[config.mk]
export PLATFORM = sky130hd
export DESIGN_NAME = arm_command_packet_decoder_top
export DESIGN_NICKNAME = d
export VERILOG_FILES = /design/src/acpd_pkg.sv /design/src/arm_command_packet_decoder_top.sv
export SDC_FILE = /design/constraint.sdc
export NUM_CORES = 1
export LEC_CHECK = 0
export BUFFER_PORTS_ARGS = -buffer_cell sky130_fd_sc_hd__buf_2
export CAP_MARGIN = 40
export CORE_MARGIN = 3
export CORE_UTILIZATION = 50
export CTS_BUF_LIST = sky130_fd_sc_hd__clkbuf_4 sky130_fd_sc_hd__clkbuf_8
export CTS_CLUSTER_DIAMETER = 40
export CTS_CLUSTER_SIZE = 28
export DETAILED_ROUTE_END_ITERATION = 10
export GPL_TIMING_DRIVEN = 0
export PLACE_DENSITY_LB_ADDON = 0.08
export SYNTH_ARGS = -nofsm -noshare
export SYNTH_HDL_FRONTEND = slang
export SYNTH_SLANG_ARGS = --single-unit
[constraint.sdc]
create_clock -name clk -period 20.7 [get_ports clk]
set_input_delay 2.07 -clock clk [delete_from_list [all_inputs] [get_ports clk]]
set_output_delay 2.07 -clock clk [all_outputs]
set_load 0.01 [all_outputs]
[src/acpd_pkg.sv]
// acpd_pkg: shared types and constants for the arm command packet decoder
// sync byte, packet length, flag bit masks and the command codes
// no dependencies
package acpd_pkg;

	// framing
	localparam logic [7:0] SYNC_BYTE   = 8'h23;
	localparam int         PAYLOAD_LEN = 26;
	localparam int         IDX_W       = 5;
	localparam int         NUM_WORDS   = 6;

	// flag word bits, highest priority first
	localparam logic [15:0] FLAG_RESET = 16'h0080;
	localparam logic [15:0] FLAG_OPEN  = 16'h0010;
	localparam logic [15:0] FLAG_CLOSE = 16'h0008;
	localparam logic [15:0] FLAG_ONLY  = 16'h0004;
	localparam logic [15:0] FLAG_ABS   = 16'h0001;

	// result field widths
	localparam int CMD_W  = 3;
	localparam int FLAG_W = 16;
	localparam int DISP_W = 33;
	localparam int MAG_W  = 32;
	localparam int CNT_W  = 32;
	localparam int OUT_BITS = CMD_W + FLAG_W + 3 * DISP_W + MAG_W + CNT_W;
	localparam int OUT_W    = ((OUT_BITS + 7) / 8) * 8;

	// decoded command
	typedef enum logic [CMD_W-1:0] {
		CMD_RESET = 3'd0,
		CMD_OPEN  = 3'd1,
		CMD_CLOSE = 3'd2,
		CMD_FLAG  = 3'd3,
		CMD_ABS   = 3'd4,
		CMD_NONE  = 3'd5
	} cmd_t;

endpackage

[src/arm_command_packet_decoder_top.sv]
// arm_command_packet_decoder_top: byte stream parser and packet decoder
// parser registers, then displacement, magnitude and step count stages
// depends on acpd_pkg
//
// Takes one received byte per item on the slave stream and drops bytes until the
// sync byte '#' arrives. The next 26 bytes form a packet: a little-endian 16-bit
// flag word, then six little-endian signed 32-bit words (origin x, y, z, target
// x, y, z); a '#' inside a packet is plain data. One result item is produced per
// packet: the command decoded from the flag by priority (reset, open jaws, close
// jaws, flag only, absolute move, none), the raw flag, and for an absolute move
// the 33-bit displacements target minus origin and the step count (largest
// absolute displacement), else zeros, plus the running packet number. The block
// takes one byte every cycle while s_axis_tready is high. After the last byte of
// its packet, a result passes the three result stages (subtract, magnitude,
// maximum), the last of which is the output register. s_axis_tready drops only
// while all three result stages hold packets that the master side has not yet taken.
module arm_command_packet_decoder_top (
	input  logic                        clk,
	input  logic                        arst_n,
	input  logic                        s_axis_tvalid,
	output logic                        s_axis_tready,
	input  logic [7:0]                  s_axis_tdata,  // [7:0] rx_byte
	output logic                        m_axis_tvalid,
	input  logic                        m_axis_tready,
	// [2:0] command, [18:3] flag_word, [51:19] move_dx, [84:52] move_dy,
	// [117:85] move_dz, [149:118] step_count, [181:150] packet_count, rest zero
	output logic [acpd_pkg::OUT_W-1:0]  m_axis_tdata
);

	localparam int IW = acpd_pkg::IDX_W;
	localparam int DW = acpd_pkg::DISP_W;
	localparam int MW = acpd_pkg::MAG_W;
	localparam int CW = acpd_pkg::CNT_W;
	localparam int FW = acpd_pkg::FLAG_W;
	localparam int PAD_W = acpd_pkg::OUT_W - acpd_pkg::OUT_BITS;
	localparam logic [IW-1:0] LAST_IDX = IW'(acpd_pkg::PAYLOAD_LEN - 1);

	// parser state
	logic           collecting_q;
	logic [IW-1:0]  byte_idx_q;
	logic [FW-1:0]  flag_q;
	logic [31:0]    field_q [acpd_pkg::NUM_WORDS];
	logic [CW-1:0]  pkt_cnt_q;

	// result stages
	logic                 v_s1, v_s2, v_s3;
	acpd_pkg::cmd_t       cmd_s1, cmd_s2, cmd_s3;
	logic [FW-1:0]        flag_s1, flag_s2, flag_s3;
	logic signed [DW-1:0] dx_s1, dy_s1, dz_s1;
	logic signed [DW-1:0] dx_s2, dy_s2, dz_s2;
	logic signed [DW-1:0] dx_s3, dy_s3, dz_s3;
	logic [MW-1:0]        mx_s2, my_s2, mz_s2;
	logic [MW-1:0]        step_s3;
	logic [CW-1:0]        cnt_s1, cnt_s2, cnt_s3;

	logic                 in_fire;
	logic                 pkt_done;
	logic                 move_s3, move_s2, move_s1;
	acpd_pkg::cmd_t       cmd_dec;
	logic [31:0]          tz_word;
	logic signed [DW-1:0] dx_c, dy_c, dz_c;
	logic [MW-1:0]        mx_c, my_c, mz_c;
	logic [MW-1:0]        step_c;

	// stall only when every result stage is full
	assign s_axis_tready = !(v_s1 && v_s2 && v_s3);
	assign in_fire       = s_axis_tvalid && s_axis_tready;
	assign pkt_done      = in_fire && collecting_q && (byte_idx_q == LAST_IDX);

	// stage moves, bubbles collapse
	assign move_s3 = !v_s3 || m_axis_tready;
	assign move_s2 = !v_s2 || move_s3;
	assign move_s1 = !v_s1 || move_s2;

	// sync hunt and byte counter
	always_ff @(posedge clk or negedge arst_n) begin
		if (!arst_n) begin
			collecting_q <= 1'b0;
			byte_idx_q   <= '0;
			pkt_cnt_q    <= '0;
		end else if (in_fire) begin
			if (!collecting_q) begin
				if (s_axis_tdata == acpd_pkg::SYNC_BYTE) begin
					collecting_q <= 1'b1;
					byte_idx_q   <= '0;
				end
			end else if (byte_idx_q == LAST_IDX) begin
				collecting_q <= 1'b0;
				byte_idx_q   <= '0;
				pkt_cnt_q    <= pkt_cnt_q + CW'(1);
			end else begin
				byte_idx_q <= byte_idx_q + IW'(1);
			end
		end
	end

	// payload byte capture into flag and word registers
	always_ff @(posedge clk) begin
		if (in_fire && collecting_q) begin
			if (byte_idx_q == IW'(0))
				flag_q[7:0] <= s_axis_tdata;
			if (byte_idx_q == IW'(1))
				flag_q[15:8] <= s_axis_tdata;
			for (int w = 0; w < acpd_pkg::NUM_WORDS; w++) begin
				for (int j = 0; j < 4; j++) begin
					if (byte_idx_q == IW'(2 + 4 * w + j))
						field_q[w][8*j +: 8] <= s_axis_tdata;
				end
			end
		end
	end

	// flag priority decode
	always_comb begin
		if ((flag_q & acpd_pkg::FLAG_RESET) != '0)
			cmd_dec = acpd_pkg::CMD_RESET;
		else if ((flag_q & acpd_pkg::FLAG_OPEN) != '0)
			cmd_dec = acpd_pkg::CMD_OPEN;
		else if ((flag_q & acpd_pkg::FLAG_CLOSE) != '0)
			cmd_dec = acpd_pkg::CMD_CLOSE;
		else if ((flag_q & acpd_pkg::FLAG_ONLY) != '0)
			cmd_dec = acpd_pkg::CMD_FLAG;
		else if ((flag_q & acpd_pkg::FLAG_ABS) != '0)
			cmd_dec = acpd_pkg::CMD_ABS;
		else
			cmd_dec = acpd_pkg::CMD_NONE;
	end

	// target z completes with the byte now arriving
	assign tz_word = {s_axis_tdata, field_q[5][23:0]};

	// displacements, sign-extended to 33 bits, zero unless absolute move
	always_comb begin
		if (cmd_dec == acpd_pkg::CMD_ABS) begin
			dx_c = $signed({field_q[3][31], field_q[3]}) - $signed({field_q[0][31], field_q[0]});
			dy_c = $signed({field_q[4][31], field_q[4]}) - $signed({field_q[1][31], field_q[1]});
			dz_c = $signed({tz_word[31], tz_word}) - $signed({field_q[2][31], field_q[2]});
		end else begin
			dx_c = '0;
			dy_c = '0;
			dz_c = '0;
		end
	end

	// stage 1: command, flag, displacements, packet number
	always_ff @(posedge clk or negedge arst_n) begin
		if (!arst_n)
			v_s1 <= 1'b0;
		else if (move_s1)
			v_s1 <= pkt_done;
	end

	always_ff @(posedge clk) begin
		if (move_s1 && pkt_done) begin
			cmd_s1  <= cmd_dec;
			flag_s1 <= flag_q;
			dx_s1   <= dx_c;
			dy_s1   <= dy_c;
			dz_s1   <= dz_c;
			cnt_s1  <= pkt_cnt_q + CW'(1);
		end
	end

	// magnitudes fit in 32 bits since |d| < 2^32
	always_comb begin
		mx_c = dx_s1[DW-1] ? MW'(-dx_s1) : MW'(dx_s1);
		my_c = dy_s1[DW-1] ? MW'(-dy_s1) : MW'(dy_s1);
		mz_c = dz_s1[DW-1] ? MW'(-dz_s1) : MW'(dz_s1);
	end

	// stage 2: magnitudes
	always_ff @(posedge clk or negedge arst_n) begin
		if (!arst_n)
			v_s2 <= 1'b0;
		else if (move_s2)
			v_s2 <= v_s1;
	end

	always_ff @(posedge clk) begin
		if (move_s2 && v_s1) begin
			cmd_s2  <= cmd_s1;
			flag_s2 <= flag_s1;
			dx_s2   <= dx_s1;
			dy_s2   <= dy_s1;
			dz_s2   <= dz_s1;
			mx_s2   <= mx_c;
			my_s2   <= my_c;
			mz_s2   <= mz_c;
			cnt_s2  <= cnt_s1;
		end
	end

	// largest of three from parallel pairwise compares
	always_comb begin
		if (mx_s2 >= my_s2 && mx_s2 >= mz_s2)
			step_c = mx_s2;
		else if (my_s2 >= mz_s2)
			step_c = my_s2;
		else
			step_c = mz_s2;
	end

	// stage 3: output register
	always_ff @(posedge clk or negedge arst_n) begin
		if (!arst_n)
			v_s3 <= 1'b0;
		else if (move_s3)
			v_s3 <= v_s2;
	end

	always_ff @(posedge clk) begin
		if (move_s3 && v_s2) begin
			cmd_s3  <= cmd_s2;
			flag_s3 <= flag_s2;
			dx_s3   <= dx_s2;
			dy_s3   <= dy_s2;
			dz_s3   <= dz_s2;
			step_s3 <= step_c;
			cnt_s3  <= cnt_s2;
		end
	end

	assign m_axis_tvalid = v_s3;
	assign m_axis_tdata  = {{PAD_W{1'b0}}, cnt_s3, step_s3, dz_s3, dy_s3, dx_s3, flag_s3,
		cmd_s3};

`ifndef SYNTH
	// byte counter stays inside the packet
	a_idx_range: assert property (@(posedge clk) disable iff (!arst_n)
		byte_idx_q <= LAST_IDX)
		else $error("byte index beyond packet length");

	// hunting always restarts from the first payload byte
	a_idx_hunt: assert property (@(posedge clk) disable iff (!arst_n)
		!collecting_q |-> byte_idx_q == '0)
		else $error("byte index nonzero while hunting");

	// a finished packet lands in stage 1 with the counted number
	a_pkt_s1: assert property (@(posedge clk) disable iff (!arst_n)
		pkt_done |=> v_s1 && cnt_s1 == pkt_cnt_q)
		else $error("completed packet not captured");

	// moves and steps only for an absolute move
	a_move_only_abs: assert property (@(posedge clk) disable iff (!arst_n)
		v_s3 && cmd_s3 != acpd_pkg::CMD_ABS |-> step_s3 == '0 && dx_s3 == '0
			&& dy_s3 == '0 && dz_s3 == '0)
		else $error("displacement on a non-move command");

	// step count bounds every axis
	a_step_max: assert property (@(posedge clk) disable iff (!arst_n)
		v_s2 && move_s3 |=> step_s3 >= $past(mx_s2) && step_s3 >= $past(my_s2)
			&& step_s3 >= $past(mz_s2))
		else $error("step count below an axis magnitude");
`endif

endmodule
# After elaboration in Yosys (flattened, before gate mapping)

Memory sizes are Yosys's and may differ from the RTL's.
Index checks and enable logic that the tools add are counted.

Mux-type cells: 103
Eq/ne operators: 27
$add $sub $neg: 8
$lt $le $gt $ge: 3
Reductions and logical operators: 27

Operator list:

| kind                                                             | count |
|---|---|
| 32-bit two-way mux                                               | 10 |
| 32-bit OR reduction                                              | 5 |
| 32-bit by 32-bit subtractor with 33-bit output                   | 3 |
| 32-bit greater-or-equal comparator                               | 3 |
| 32-bit negation                                                  | 3 |
| 1-bit two-way mux                                                | 76 |
| 5-bit == test (second input constant)                            | 10 |
| 5-bit by 4-bit == test with 1-bit output (second input constant) | 8 |
| 32-bit by 1-bit adder with 32-bit output (second input constant) | 1 |
| 3-bit two-way mux                                                | 9 |
| 5-bit by 3-bit == test with 1-bit output (second input constant) | 4 |
| 4-bit two-way mux                                                | 5 |
| 5-bit two-way mux                                                | 3 |
| 5-bit by 2-bit == test with 1-bit output (second input constant) | 2 |
| 1-bit logical AND                                                | 9 |
| 8-bit by 6-bit == test with 1-bit output (second input constant) | 1 |
| 2-bit AND reduction                                              | 3 |
| 5-bit by 1-bit adder with 5-bit output (second input constant)   | 1 |
| 5-bit by 1-bit == test with 1-bit output (second input constant) | 1 |
| 5-bit zero test                                                  | 1 |
| 1-bit zero test                                                  | 4 |
| 3-bit == test (second input constant)                            | 1 |
| 1-bit logical OR                                                 | 3 |
| 3-bit AND reduction                                              | 1 |
| 2-bit nonzero test                                               | 1 |

Register bits after elaboration: 635
Word-level logic and storage cells: 199
Memories kept: 1
Bits in writable memories: 192
Output and inout bits: 186

Memories:

| memory  | words | width | rd ports | clocked after Yosys merged registers in | write ports | line                                 | source |
|---|---|---|---|---|---|---|---|
| field_q | 6     | 32    | 6        | 0                                       | 1           | arm_command_packet_decoder_top.sv:42 | `logic [31:0] field_q [acpd_pkg::NUM_WORDS];` |

# Longest topological paths before layout

Gate-level depths: netlist (run 1).

Word-level depth: 13
Depth in mapped cells: 11

# Least setup slack after synthesis (run 1)

Ideal clock, no wire load.

Path kind: input to register
Start point: input m_axis_tready
End point: register cmd_s2[0] (enable)
Library setup time: 0.634 ns
Stages on the path: 2
Arrival time: 7.727 ns
Data required time: 20.066 ns
Buffers on the path: 0
Path slack: 12.338 ns
Cells stage by stage: nand3b_1 and2_1

Longest elaborated chain between the ends: 3

Ends and longest elaborated chain:

| what                 | line                                  | source |
|---|---|---|
| start, declared      | arm_command_packet_decoder_top.sv:24  | `input logic m_axis_tready,` |
| 1-bit logical OR     | arm_command_packet_decoder_top.sv:71  | `assign move_s3 = !v_s3 \|\| m_axis_tready;` |
| 1-bit logical OR     | arm_command_packet_decoder_top.sv:72  | `assign move_s2 = !v_s2 \|\| move_s3;` |
| 1-bit logical AND    | arm_command_packet_decoder_top.sv:180 | `if (move_s2 && v_s1) begin` |
| end signal, assigned | arm_command_packet_decoder_top.sv:181 | `cmd_s2 <= cmd_s1;` |
| end, declared        | arm_command_packet_decoder_top.sv:47  | `acpd_pkg::cmd_t cmd_s1, cmd_s2, cmd_s3;` |

Every way passes these cells.
A chain may end at the register's enable or synchronous reset.

# Final worst setup path (run 1)

Start point: input s_axis_tvalid
End point: register dx_s1[2] (enable)

Longest elaborated chain between the ends: 4

Ends and longest elaborated chain:

| what                            | line                                  | source |
|---|---|---|
| start, declared                 | arm_command_packet_decoder_top.sv:20  | `input logic s_axis_tvalid,` |
| 1-bit logical AND               | arm_command_packet_decoder_top.sv:67  | `assign in_fire = s_axis_tvalid && s_axis_tready;` |
| 1-bit logical AND (2 in series) | arm_command_packet_decoder_top.sv:68  | `assign pkt_done = in_fire && collecting_q && (byte_idx_q == LAST_IDX);` |
| 1-bit logical AND               | arm_command_packet_decoder_top.sv:154 | `if (move_s1 && pkt_done) begin` |
| end signal, assigned            | arm_command_packet_decoder_top.sv:157 | `dx_s1 <= dx_c;` |
| end, declared                   | arm_command_packet_decoder_top.sv:49  | `logic signed [DW-1:0] dx_s1, dy_s1, dz_s1;` |

Every way passes these cells.

==> out/qor.yml, run 1 <==
largest_register_ff_count: 184
grt_pass1_vias: 21230
grt-ovfl-total: 0
synth-edff-count: 775
wl_per_cell_um: 21.04
outcome: "complete, no violations"
finalHoldViolCount: 0
clk_latency_ns: 0.71
die_w_um: 275.8
routabilityCongestion: 0.9118
path_buf_inv: 5
synth_area_leaders: "edfxtp_1, ha_1, xnor2_1"
io_buffers: 195
clk_path_buf_depth: 3
arrival_ns: 4.52
yosysUniqueCellTypes: 71
antenna_left: 0
syn2layout_area_growth_pct: 14.20
grt_max_degree: 76
worstSetupPathType: "primary input to register"
cp_cell_sequence: "buf_2, nand4_1, nor2_1, nand2_1, clkinv_1, clkbuf_4, buf_12, buf_16"
rsz0062_at_grt: "no"
yosys_warnings: 0
min_period_over_period: 0.2010
ir_worst_vdd_v: 0.00005693
grt_use_total: 0.2225
drc: 0
reg2reg_from: "dy_s2[0]"
h-tree-depth: 3
p_clk_frac: 0.393
clock-sinks: 816
critPathMaxStageDelay_ns: 0.49
cp_slowest_cell: "nor2_1"
cts_buffers: 111
num-nets-final: 3169
routed_via_density: 5.428
dieHeight_um: 275.8
vias: 21700
worstHoldStart: "cnt_s1[16]"
synthCells: 2627
grt_pass1_wl_mm: 126.7
drt_pass1_iterations: 5
clk_pin_slew_worst_paths_ns: 0.09
fmax_mhz: 240.3
avgSynthCellArea_um2: 13.86
critPathLaunch: "s_axis_tvalid"
sw_frac_of_total: 0.2533
power_density_nw_per_um2: 86.66
synth_top_cell_area_share: 0.6393
initial_core_util: 0.5067
clock_skew_ns: 0.03538
drive_gt1_frac: 0.1543
period_minus_slack_ns: 4.162
ys.flop_type: "edfxtp_1"
wirelength_mm: 84.14
core_um2: 71850
fin_tns_setup_ns: 0
synth_top_area_cell: "edfxtp_1"
antenna_found_initial: 1
die_area_um2: 76080
rows: 98
p_sw_mw: 0.9125
intPower_mw: 2.691
synth-seq-cells: 816
top_register: "field_q"
seqPwrFrac: 0.528
cts_resized: 0
path_max_fanout: 61
post-route-util: 0.5786
hold_buffers: 0
hp-class: "register to register"
seq_area_frac_synth: 0.6674
post_cts_buffers: 0
cts_root_buffer: "clkbuf_8"
drv_slew: 0
required_ns: 21.06
place_hpwl_mm: 61.45
cts_tree: "built"
cp-end-kind: "register"
start_kind: "primary input"
cp_top_family: "buffers and inverters"
pwr-share-comb: 0.079
leakagePower_nw: 15.64
io_pins: 198
tightest_slew_ns: 0.9102
syn-cell-area_um2: 36400
fin_total_pwr_mw: 3.603
maxSlewHeadroom: 0.3852
cap_violations: 0
synthArstFlopShare: 0.05025
drt-initial-drc-count: 1483
nFillCells: 5886
finalSetupViolations: 0
per-layer routing:
layer	GRT usage	vias to the layer above	wire length (um)
met5	0	-	0
met3	0.03399	117	4625
met2	0.3638	624	40050
li1	-	10450	-
met4	0.06843	0	2093
met1	0.3096	10510	37360
power by group through the flow:
| stage | clock network (mW) | logic, mW | registers (mW) |
|---|---|---|---|
| floorplan | 0 | 0.182 | 1.94 |
| global placement | 0 | 0.272 | 1.95 |
| detailed placement | 0 | 0.286 | 1.94 |
| CTS | 1.46 | 0.287 | 1.90 |
| global route | 1.53 | 0.317 | 1.91 |
| finish | 1.42 | 0.284 | 1.90 |
worst register-to-register path, cell delays in order, from the launching register on:
cell and delay (ns):
edfxtp_1 0.49, inv_1 0.08, ha_1 0.28, nand2b_1 0.14
a21o_1 0.17, a211oi_1 0.21, o21ai_0 0.15, a221o_1 0.38
a221oi_1 0.78, buf_2 0.47, mux2i_1 0.15, mux2_2 0.31
cell families (layout without fill, tap and decap cells):
group,count (synthesis),in the layout,synth area share
compound gates,456,456,0.08149
xor+xnor,195,195,0.04691
fa+ha+maj,204,204,0.07073
buf+inv,252,671,0.02633
flops,816,816,0.6674
mux,72,72,0.02090
other cells,1,3,0.0001030
simple gates,631,631,0.08609
final timing paths:
path                                      end  slack [ns]  cells past startpoint
worst min-delay path               cnt_s2[16]        0.41                      0
min in group asynchronous       pkt_cnt_q[21]        1.20                      1
max in group asynchronous        collecting_q       19.03                      2
worst min register to register     cnt_s2[16]        0.41                      0
worst max-delay path                 dx_s1[2]       16.54                      8
worst max register to register     step_s3[2]       16.84                     11
through the flow:
stage	hold slack, ns	instances	area (um2)	setup WS [ns]
floorplan	0.4003	2628	36410	12.34
global placement	0.4006	3773	38570	9.645
detailed placement	0.4045	3790	38910	15.73
CTS	0.4017	3997	41570	16.52
global route	0.4059	3998	41570	16.35
finish	0.4100	3998	41570	16.54
cell usage in the layout, fill, tap and decap left out, types with 11 or more instances in the layout:
| cell type | n |
|---|---|
| mux2i_1 | 40 |
| and3_1 | 16 |
| nor3_1 | 52 |
| nor2_1 | 165 |
| bufinv_16 | 12 |
| mux2_2 | 32 |
| clkbuf_8 | 112 |
| and2_1 | 35 |
| edfxtp_1 | 775 |
| inv_8 | 18 |
| xnor2_1 | 137 |
| ha_1 | 201 |
| nand4_1 | 34 |
| nand3_1 | 48 |
| dfrtp_1 | 41 |
| o31ai_1 | 40 |
| o21a_1 | 30 |
| nand2b_1 | 29 |
| nor2b_1 | 18 |
| inv_6 | 19 |
| nand2_1 | 150 |
| clkinvlp_4 | 11 |
| buf_2 | 199 |
| a21o_1 | 53 |
| o41ai_1 | 11 |
| or3_1 | 17 |
| o21ai_0 | 118 |
| inv_1 | 207 |
| a211oi_1 | 27 |
| clkbuf_1 | 34 |
| xor2_1 | 58 |
| or4_1 | 16 |
| a21oi_1 | 99 |
| nor4_1 | 12 |
final cells by class:
class	count	area [um2]	share of cell area
multi-input combinational	1560	11160	0.2685
sequential	816	24300	0.5844
clock buffer	119	1594	0.03834
antenna	1	2.502	0.00006019
buffer	44	181.4	0.004364
inverter	208	780.7	0.01878
clock inverter	88	1067	0.02567
timing repair buffer	212	1300	0.03127
tap	950	1189	0.02859
synth_stat cells, drive strengths merged, types with 35 or more instances:
cell / n
nor2: 165
a21oi: 99
a21o: 53
ha: 201
xnor2: 137
edfxtp: 775
and2: 37
o21ai: 119
nand2: 150
mux2i: 40
dfrtp: 41
nor3: 53
nand4: 35
inv: 207
xor2: 58
clkbuf: 35
o31ai: 41
nand3: 48
Note: power is estimated with default switching activity, not from simulation.
==> run 2, diff against run 1 <==
- ABC_AREA: default -> 1
- clock period: 20.7 -> 3.9 ns (I/O delays scaled with it)
==> out/qor.yml, run 2 <==
synth-edff-count: 775
critPathMaxStageDelay_ns: 0.46
grt_util_met3: 0.02907
cts_resized: 0
routabilityCongestion: 0.9342
wirelength_mm: 97.28
clk_path_buf_depth: 3
drive_gt1_frac: 0.1238
num-nets-final: 3949
synth_area_leaders: "edfxtp_1, ha_1, nand2_1"
start_kind: "register"
core_um2: 74700
io_pins: 198
yosys_warnings: 0
hp-class: "primary input to asynchronous set/reset pin"
synthTopCellsByCount: "edfxtp_1, nand2_1, inv_1"
largest_register_ff_count: 184
vias: 25710
antenna_left: 0
synthArstFlopShare: 0.05025
drt-initial-drc-count: 1791
h-tree-depth: 3
arrival_ns: 3.43
r2r-end: "step_s3[8]"
syn2layout_area_growth_pct: 13.41
dp_slack_ns: 0.8920
drv_slew: 0
yosysMostFrequentCell: "edfxtp_1"
place_area_um2: 40490
grt_pass1_vias: 24830
rsz0062_at_grt: "no"
clock_skew_ns: 0.04541
clock-sinks: 816
synth-seq-cells: 816
syn-cell-area_um2: 37840
drc: 0
clk_pin_slew_worst_paths_ns: 0.11
top_usage_layer: "met2"
synthCells: 3403
required_ns: 4.34
dieHeight_um: 281.1
cts_buffers: 102
whs_ns: 0.1112
path_buf_inv: 2
min_period_over_period: 0.7667
met1_usage: 0.3495
fin_total_pwr_mw: 18.03
outcome: "complete, no violations"
cp_top_family: "simple AND/OR/NAND/NOR gates"
leakagePower_nw: 17.10
finalHoldViolCount: 0
routed_via_density: 5.360
final_cell_area_um2: 42920
fmax_mhz: 334.5
maxSlewHeadroom: 0.4014
nFillCells: 6376
io_buffers: 195
cts_tree: "built"
grt_use_total: 0.2467
avgSynthCellArea_um2: 11.12
period_minus_slack_ns: 2.990
cts_root_buffer: "clkbuf_8"
worstSetupPathType: "register to register"
use_met2: 0.3991
clk_latency_ns: 0.73
yosysUniqueCellTypes: 51
grt_max_degree: 100
antenna_found_initial: 3
ys.flop_type: "edfxtp_1"
grt-ovfl-total: 0
final_cell_mix: "edfxtp_1, nand2_1, inv_1, nor2_1, a21oi_1"
tightest_slew_ns: 0.8979
initial_core_util: 0.5066
cp_cell_sequence: "inv_1, ha_1, nand2_1, nor2_1, nand4_1, nor2_1, nand2_1, nand3_1, nand2_1, buf_2, nand3_1, nand2_1"
cap_violations: 0
power_density_nw_per_um2: 420.2
die_area_um2: 79020
seq_area_frac_synth: 0.6421
die_w_um: 281.1
reg2reg_from: "mz_s2[6]"
r2r_cells: 12
rows: 100
cp_slowest_cell: "edfxtp_1"
cp-end-kind: "register"
synth_top_cell_area_share: 0.6150
ir_worst_vdd_v: 0.0003507
top_register: "field_q"
cpMostUsedCell: "nand2_1"
wl_per_cell_um: 20.28
mostFrequentLayoutCell: "edfxtp_1"
fin_tns_setup_ns: 0
post_cts_buffers: 0
setup_ws_ns: 0.9100
path_max_fanout: 10
finalSetupViolations: 0
place_hpwl_mm: 74.30
drt_pass1_iterations: 6
regToRegSetupSlack_ns: 0.91
synth_top_area_cell: "edfxtp_1"
grt_pass1_wl_mm: 147.4
-- run 2: cell types whose count changed in the layout (fill, tap and decap cells not counted), moves of 29 or more --
cell,previous run,this run
a21o_1,53,15
a21oi_1,99,243
and2_1,35,2
inv_1,207,387
mux2_2,32,0
mux2i_1,40,0
nand2_1,150,660
nand2b_1,29,0
nand3_1,48,203
nor2_1,165,344
o21ai_0,118,157
o31ai_1,40,4
xnor2_1,137,37
-- run 2: cell families (layout without fill, tap and decap cells) --
logic type / after synthesis / after routing / synth area share
other: 1 / 7 / 0.00009910
AOI/OAI and AO/OA: 473 / 473 / 0.06659
and+or+nand+nor: 1344 / 1344 / 0.1500
buffers and inverters: 444 / 862 / 0.04494
xor gates and xnor gates: 121 / 121 / 0.02821
adders and majority gates: 204 / 204 / 0.06805
DFF: 816 / 816 / 0.6421
-- run 2: worst register-to-register path, delay by kind of cell, from the launching register on --
kind,cells,cell delay (ns)
and+or+nand+nor,9,1.50
adders and majority gates,1,0.31
buffers and inverters,2,0.46
DFF,1,0.46
-- run 2: cell type report --
cell class | count | area [um2] | share of cell area
Inverter | 395 | 1488 | 0.03466
Tap cell | 969 | 1212 | 0.02825
Sequential cell | 816 | 24300 | 0.5662
Timing Repair Buffer | 225 | 1409 | 0.03283
Clock buffer | 117 | 1523 | 0.03548
Clock inverter | 76 | 859.6 | 0.02003
Antenna cell | 5 | 12.51 | 0.0002915
Multi-Input combinational cell | 2144 | 11890 | 0.2770
Buffer | 49 | 226.5 | 0.005277
-- run 2: worst max-delay path by stage --
stage                              from  cells after the start  slack, ns          to
after CTS                      mz_s2[7]                     12       0.88  step_s3[8]
after floorplan           m_axis_tvalid                      5      -0.91   cmd_s2[0]
after global placement    m_axis_tready                      5      -2.99    mx_s2[1]
after global routing           mz_s2[7]                     12       0.79  step_s3[8]
final                          mz_s2[6]                     12       0.91  step_s3[8]
after detailed placement       mz_s2[7]                     12       0.89  step_s3[3]
-- run 2: report_power, final --
group          internal (mW)  total, mW  switching, mW
registers               9.74       9.86          0.121
clock network           3.29       6.89           3.59
logic                  0.366       1.28          0.917
-- run 2: stage by stage --
step | instances | util
6_report | 4796 | 0.5745
4_1_cts | 4791 | 0.5744
2_1_floorplan | 3404 | -
3_5_place_dp | 4595 | 0.5421
5_1_grt | 4795 | 0.5745
3_3_place_gp | 4568 | 0.5361
-- run 2: routing by layer --
metal	routed length (um)	part of all wire	vias to the layer above
met5	13	0.00013	-
met4	2821	0.029	2
met3	4876	0.050	115
met2	45440	0.47	726
met1	44130	0.45	12420
li1	-	-	12450
-- run 2: what timing repair did --
action,in CTS,in global routing
hold endpoints to repair,45,0
setup endpoints to repair,0,0
hold buffers,3,0
==> run 3, diff against run 2 <==
- clock period: 3.9 -> 2.43 ns (I/O delays scaled with it)
==> out/qor.yml, run 3 (synthesis gave the netlist of run 2 again) <==
cp-end-kind: "register"
clk_pin_slew_worst_paths_ns: 0.10
antenna_left: 0
antenna_found_initial: 2
place_hpwl_mm: 74.11
h-tree-depth: 3
cp_slowest_cell: "edfxtp_1"
fmax_mhz: 416.2
wl_per_cell_um: 20.45
power_density_nw_per_um2: 659.4
drt-initial-drc-count: 1950
cts_buffers: 103
drv_slew: 0
finalSetupViolations: 0
largest_register_ff_count: 184
whs_ns: 0.1143
grt_pass1_vias: 24670
grt_max_degree: 51
grt_use_total: 0.2473
cap_violations: 0
clk_latency_ns: 0.73
worstSetupPathType: "register to register"
start_kind: "register"
io_pins: 198
clk_path_buf_depth: 3
drive_gt1_frac: 0.1658
final_cell_mix: "edfxtp_1, nand2_1, inv_1, nor2_1, a21oi_1"
maxSlewHeadroom: 0.4034
vias: 25920
use_met2: 0.3972
finalHoldViolCount: 0
outcome: "complete, no violations"
drc: 0
clock-sinks: 816
hp-class: "primary input to register"
die_area_um2: 79020
wirelength_mm: 98.68
die_w_um: 281.1
core_um2: 74700
grt_util_met3: 0.03323
top_register: "field_q"
cts_tree: "built"
num-nets-final: 3984
top_usage_layer: "met2"
rows: 100
grt-ovfl-total: 0
min_period_over_period: 0.9887
initial_core_util: 0.5066
path_max_fanout: 8
rsz0062_at_grt: "yes"
syn2layout_area_growth_pct: 17.09
routed_via_density: 5.371
cp_cell_sequence: "inv_4, ha_4, nand2_2, nor2_4, nand4_1, nor2_4, nand2_4, nand3_4, nand2_8, buf_8, nand3_1, nand2_2"
tightest_slew_ns: 0.8917
io_buffers: 195
mostFrequentLayoutCell: "edfxtp_1"
required_ns: 2.89
post-route-util: 0.5932
clock_skew_ns: 0.04304
arrival_ns: 2.87
met1_usage: 0.3504
grt_pass1_wl_mm: 147.1
period_minus_slack_ns: 2.402
drt_pass1_iterations: 5
leakagePower_nw: 17.58
critPathMaxStageDelay_ns: 0.51
cts_root_buffer: "clkbuf_8"
ir_worst_vdd_v: 0.0005654
dieHeight_um: 281.1
routabilityCongestion: 0.9222
[run 3: through the flow]
stage	area [um2]	std cells	setup slack [ns]	total power, mW	TNS, ns
2_1_floorplan	37870	3404	-2.375	17.47	-799.56
3_3_place_gp	40050	4568	-4.264	18.11	-1577.34
3_5_place_dp	40490	4594	-0.5389	18.19	-77.13
4_1_cts	43530	4802	-0.001022	29.50	-0.001022
5_1_grt	44310	4826	-0.08483	30.44	-0.5865
6_report	44310	4826	0.02758	29.22	0
[run 3: final cells by class]
type | instances | area [um2]
timing repair buffer | 259 | 1914
timing repair inverter | 1 | 5.005
sequential | 816 | 24300
clock buffer | 112 | 1491
tap | 969 | 1212
clock inverter | 80 | 933.4
buffer | 48 | 385.4
antenna | 2 | 5.005
inverter | 395 | 1490
multi-input combinational | 2144 | 12570
fill | 6208 | 30390
[run 3: final timing paths]
check	to	cells past startpoint	from	slack [ns]
min in group asynchronous	pkt_cnt_q[20]	4	arst_n	0.55
worst max-delay path	step_s3[10]	12	mz_s2[5]	0.03
worst max register to register	step_s3[10]	12	mz_s2[5]	0.03
worst min register to register	cnt_s2[1]	0	cnt_s1[1]	0.39
max in group asynchronous	pkt_cnt_q[29]	4	arst_n	0.93
worst min-delay path	field_q[1][22]	1	s_axis_tdata[6]	0.11
[run 3: critical path, delay by kind of cell, from the launching register on]
| kind | cells | cell delay (ns) |
|---|---|---|
| buffers and inverters | 2 | 0.28 |
| and+or+nand+nor | 9 | 1.05 |
| adders and majority gates | 1 | 0.29 |
| DFF | 1 | 0.51 |
[run 3: timing repair]
item / in CTS / in global routing
endpoints found under the hold margin: 45 / 0
endpoints found under the setup margin: 296 / 228
hold buffers: 5 / 0
pin swaps: 22 / 55
resized for setup: 104 / 130
gates cloned: 7 / 6
setup buffers: 4 / 17
[run 3: per-layer routing]
layer  vias up  share of wire
met2       797           0.47
li1      12530              -
met4         0          0.034
met5         -              0
met3       141          0.051
met1     12460           0.45
[run 3: power breakdown]
| group | total, mW | internal (mW) | switching, mW |
|---|---|---|---|
| Combinational | 2.13 | 0.614 | 1.52 |
| Clock | 11.3 | 5.60 | 5.66 |
| Sequential | 15.8 | 15.6 | 0.192 |
